[config.mk]
export PLATFORM = sky130hd
export DESIGN_NAME = swmp_cell
export DESIGN_NICKNAME = d
export VERILOG_FILES = /design/src/sv/sliding_window_mean_percentile_unit_defines.svh /design/src/sv/swmp_pkg.sv /design/src/sv/swmp_cell.sv
export SDC_FILE = /design/constraint.sdc
export NUM_CORES = 1
export LEC_CHECK = 0
export ABC_AREA = 1
export BUFFER_PORTS_ARGS = -buffer_cell sky130_fd_sc_hd__buf_2
export CAP_MARGIN = 20
export CORE_MARGIN = 1
export CORE_UTILIZATION = 49
export DETAILED_ROUTE_END_ITERATION = 10
export PLACE_DENSITY = 0.83
export SYNTH_ARGS = -nofsm -noshare
export SYNTH_HDL_FRONTEND = slang
export SYNTH_SLANG_ARGS = --single-unit
[constraint.sdc]
create_clock -name clock -period 8.4 [get_ports clock]
set_input_delay 0.84 -clock clock [delete_from_list [all_inputs] [get_ports clock]]
set_output_delay 0.84 -clock clock [all_outputs]
set_load 0.005 [all_outputs]
[src/sv/sliding_window_mean_percentile_unit_defines.svh]
// Assertion macros shared by the sliding window statistics block
`ifndef SLIDING_WINDOW_MEAN_PERCENTILE_UNIT_DEFINES_SVH
`define SLIDING_WINDOW_MEAN_PERCENTILE_UNIT_DEFINES_SVH
`ifndef NO_ASSERTIONS
`define SWMP_ASSERT_NEVER(lbl, cond, msg) \
   lbl: assert property (@(posedge clock) disable iff (reset) !(cond)) else $error(msg);
`define SWMP_ASSERT_NEXT(lbl, ante, cons, msg) \
   lbl: assert property (@(posedge clock) disable iff (reset) (ante) |=> (cons)) else $error(msg);
`else
`define SWMP_ASSERT_NEVER(lbl, cond, msg)
`define SWMP_ASSERT_NEXT(lbl, ante, cons, msg)
`endif
`endif

[src/sv/swmp_pkg.sv]
// Shared widths, constants and types of the sliding window statistics block
package swmp_pkg;
   localparam int WINDOW_DEPTH_DEFAULT = 256;
   localparam int SAMPLE_W = 32;
   localparam int FRAC_W = 17;
   localparam int HELD_W = 9;
   localparam int T_W = 16;
   localparam int PADDR_W = 3;
   localparam int PDATA_W = 32;
   localparam logic [FRAC_W-1:0] Q16_ONE = 17'h10000;
   localparam logic [FRAC_W-1:0] FRAC_RESET = 17'h08000;
   localparam logic REG_FRACTION = 1'b0;

   typedef struct packed {
      logic                remove;
      logic                insert;
      logic [SAMPLE_W-1:0] key;
   } cell_cmd_type;
endpackage

[src/sv/swmp_cell.sv]
// One cell of the sorted window chain: insert and delete by neighbor shifts
module swmp_cell (
   input  logic                          clock,
   input  logic                          reset,
   input  swmp_pkg::cell_cmd_type        cmd,
   input  logic                          left_le,
   input  logic                          left_valid,
   input  logic [swmp_pkg::SAMPLE_W-1:0] left_val,
   input  logic                          right_gt,
   input  logic                          right_valid,
   input  logic [swmp_pkg::SAMPLE_W-1:0] right_val,
   output logic [swmp_pkg::SAMPLE_W-1:0] val,
   output logic                          valid,
   output logic                          le,
   output logic                          gt
);
   logic [swmp_pkg::SAMPLE_W-1:0] val_ff;
   logic                          valid_ff;

   assign val = val_ff;
   assign valid = valid_ff;
   assign le = valid_ff && (val_ff <= cmd.key);
   assign gt = !valid_ff || (val_ff > cmd.key);

   always_ff @(posedge clock) begin
      if (reset) begin
         valid_ff <= 1'b0;
      end else if (cmd.insert) begin
         // keep if at or below the key, else take the key or shift right
         if (!le) begin
            if (left_le) begin
               val_ff <= cmd.key;
               valid_ff <= 1'b1;
            end else begin
               val_ff <= left_val;
               valid_ff <= left_valid;
            end
         end
      end else if (cmd.remove) begin
         // close the gap of the last cell equal to the key
         if ((!valid_ff || val_ff >= cmd.key) && right_gt) begin
            val_ff <= right_val;
            valid_ff <= right_valid;
         end
      end
   end
endmodule

* Yosys cells after proc, flatten, opt, wreduce, memory -nomap -nowiden
Cells that the tools add are included.
** Word-level totals
- Register bits after elaboration :: 33
- Latch bits :: 0
- RAM bits :: 0
- Memory bits (read-only) :: 0
- Input bits :: 104
- Output and inout port bits :: 35
- Logic and storage cells :: 26
- Memories kept :: 0
** Operators by class
- Add/subtract/negate cells :: 0
- Multiply operators :: 0
- Divide/modulo/power cells :: 0
- Magnitude comparators :: 3
- Equality and inequality tests :: 1
- Shift-type cells :: 0
- Mux-type cells :: 10
- Bitwise gates (word level) :: 1
- Reductions and logical operators :: 9
** Operators by type and width (number)
- 32-bit 2-to-1 mux :: 5
- 32-bit greater-or-equal comparator :: 1
- 32-bit > comparator :: 1
- 32-bit less-or-equal comparator :: 1
- 1-bit 2-to-1 mux :: 5
- 4-bit AND reduction :: 1
- 2-bit nonzero test :: 2
- 3-bit AND reduction :: 1
- 1-bit logical AND :: 2
- 1-bit logical OR :: 2
- 2-bit inequality test (second input constant) :: 1
- 1-bit zero test :: 1
- 1-bit inverter :: 1

* Longest topological paths before layout
- Word-level depth :: 6
- Depth in mapped cells :: 17

* Worst setup path before layout
Ideal clock, no wire load.
- Path type :: input to register
- Start point :: input port cmd[27] (netlist bit)
- End point :: register val_ff, in the netlist val[0], enable pin
- Arrival time :: 3369 ps
- Required time :: 7968 ps
- Path slack :: 4598 ps
- Stages :: 10
- Path buffers :: 0
- Cells stage by stage :: inv_1 ha_1 nand2_1 nor2_2 nand4_2 nor2_2 a21oi_1 nand3_2 nand2_2 a21oi_1
** On the way
- Longest elaborated chain between the ends :: 5
** RTL lines
- start: declaration :: line swmp_cell.sv:5 : input swmp_pkg::cell_cmd_type cmd,
- 32-bit greater-or-equal comparator :: line swmp_cell.sv:41 : if ((!valid_ff || val_ff >= cmd.key) && right_gt) begin
- 1-bit logical OR :: line swmp_cell.sv:41
- 1-bit logical AND :: line swmp_cell.sv:41
- 2-bit nonzero test (no line)
- 4-bit AND reduction (no line) (*)
- end signal: assignment :: line swmp_cell.sv:32 : val_ff <= cmd.key;
- end signal: assignment :: line swmp_cell.sv:35 : val_ff <= left_val;
- end signal: assignment :: line swmp_cell.sv:42 : val_ff <= right_val;
- end: declaration :: line swmp_cell.sv:17 : logic [swmp_pkg::SAMPLE_W-1:0] val_ff;
Mark *: on every way between the ends. The rest lies on a longest branch, timed or not.
A chain may end at the register's enable or synchronous reset.

* Worst setup path in the final report
- Start point :: input port cmd[7] (netlist bit)
- End point :: output port gt
** On the way
- Longest elaborated chain between the ends :: 2
** RTL lines
- 32-bit > comparator :: line swmp_cell.sv:23 : assign gt = !valid_ff || (val_ff > cmd.key);
- 1-bit logical OR :: line swmp_cell.sv:23
- end: declaration :: line swmp_cell.sv:15 : output logic gt
No other way between the ends.

==> qor.csv <==
metric;value;unit
drc;0;
ys.flop_type;edfxtp_1;
wl_per_cell;12.36;microns
grt_pass1_vias;2565;
cts_hold_buf;0;
async_flop_share;0;
synth.most_common_cell;nand2_1;
coreArea;5140;sq um
diodes;0;
timing.setup.tns;0;ns
grt_max_degree;69;
hold_class;reg2reg;
maxCapViolations;0;
crit_required;7.56;ns
finalNetCount;616;
worst_path_max_delay_cell;ha_1;
cts_tree;built;
dieHeight;75.47;microns
htreeDepth;2;
post_cts_resized;0;
power_per_cell_area;142.2;nW/um^2
seq_area;980.9;sq um
synth_seq_cells;33;
drive_gt1_frac;0.3451;
first_iter_violations;127;
syn_nets;483;
syn_avg_cell_area;7.623;sq um
io_pins;139;
clk_pin_slew;0.07;ns
cp-end-kind;output pin;
die_area;5696;sq um
fmax;0.3254;GHz
die_w;75.47;microns
peakVddDrop;0.0001034;V
clk_latency;0.28;ns
numCtsBuffers;5;
grt_pass1_wl;10490;microns
drt-pass1-iter-count;4;
path_max_fanout;2;
holdWs;0.6589;ns
synth_top_area_share;0.3633;
overflow;0;
place.gp.congestion;0.7976;
vias;2777;
final_util;0.6911;
min_period;3.073;ns
synth_area_leaders;edfxtp_1, ha_1, nand2_1, a31oi_1, inv_1;
yosysTopAreaCell;edfxtp_1;
start_util;0.5146;
slew_violations;0;
status;finished, final reports clean;
cts_root_buf;clkbuf_8;
crit_chain;buf_2 -> inv_1 -> ha_1 -> nand2_1 -> nor2_1 -> nand4_1 -> nor2_1 -> nand3_1 -> nand2_1 -> inv_1 -> buf_2;
crit_path_max_incr_delay;0.30;ns
clk_path_buf_depth;2;
multi_input_area;1435;sq um
antenna_found_initial;0;
core.rowCount;26;
routed_wl;6811;microns
finalHoldViolCount;0;
ys_warn_count;0;
syn_area;2645;sq um
drtAntennaViolNets;0;
dpl.hpwl;5250;microns
routed_via_density;5.040;
tightest_slew;1.031;ns
crit_arrival;2.23;ns
cts_sinks;33;
synth_edf_count;32;
finalCritPeriodShare;0.3658;
rsz0062_at_grt;no;
reg2reg_slack;5.91;ns
synthDistinctLibCells;25;
port_buffers;138;
cp-start-kind;input pin;
postSynthCellCount;347;
track_usage;0.2419;
fillers;448;
leakage;1.880;nW
ys_top_cells_by_count;nand2_1, inv_1, nor2_1;
finalClockSkew;0.002628;ns
cts_setup_buffers;0;
slew_headroom;0.3119;
path_class;in2out;
setup_viol;0;
synthToLayoutAreaGrowth;34.30;%
yosysSeqAreaShare;0.3709;
[final timing paths]
path | startpoint | to | depth (start not counted)
worst max-delay path | cmd[7] | gt | 11
worst min-delay path | valid | valid | 4
worst max register to register | val[7] | val[30] | 10
worst min register to register | valid | valid | 4
[through the flow]
step                      area (sq um)  total power, mW  std cells  setup slack [ns]
after detailed placement          3371           0.3274        541             5.053
after global placement            3371           0.3216        541             5.109
final                             3552           0.5053        551             5.327
after global routing              3552           0.5331        551             5.196
after CTS                         3505           0.5049        549             5.327
after floorplan                   2645           0.2745        347             4.598
[cell usage in the layout, fill, tap and decap left out, types with 2 or more instances in the layout]
cell type    n
nand3_1      5
a21oi_2      2
buf_2      138
nor2_1      42
bufinv_16    2
nand3_2      2
nand2_1    103
clkbuf_8     5
edfxtp_1    32
o21ai_0      3
nand4_1      2
inv_2        2
a31oi_1     32
nand2_2      5
a21oi_1     12
ha_1        32
inv_1       44
nor2_2       4
a21o_1       4
[flip-flops by register name, summed over array words and instances (netlist names)]
signal	flops
val	32
valid	1
[critical path: cells and delay by family]
kind | cells | cell delay (ns)
AND/OR/NAND/NOR | 6 | 0.82
adder cells (fa/ha/maj) | 1 | 0.30
buffers and inverters | 4 | 0.28
[where the power goes]
group / leakage [nW] / switching, mW / internal (mW)
Sequential: 0.307 / 0.00582 / 0.195
Combinational: 1.50 / 0.0685 / 0.0575
Clock: 0.0681 / 0.0603 / 0.118
Total: 1.88 / 0.135 / 0.371
[metal layers]
metal,global-route usage,vias up,wire length (microns)
met5,0,-,0
met2,0.4583,100,3432
met1,0.2733,1250,2900
met4,0.07819,0,108
li1,-,1418,-
met3,0.04365,9,370
[cell type report]
type                    instances  share of cell area
flip-flops and latches         33              0.2762
repair buffers                140              0.2078
clock buffers                   5             0.01937
inverters                      47             0.04967
multi-input cells             253              0.4040
clock inverters                 3             0.01832
well taps                      70             0.02466
[cells by family after synthesis]
family,share of synthesized area
simple gates,0.2611
fa+ha+maj,0.1514
compound gates,0.1258
flops,0.3709
buf+inv,0.09082
No activity file was read; power rests on OpenSTA's default activity.
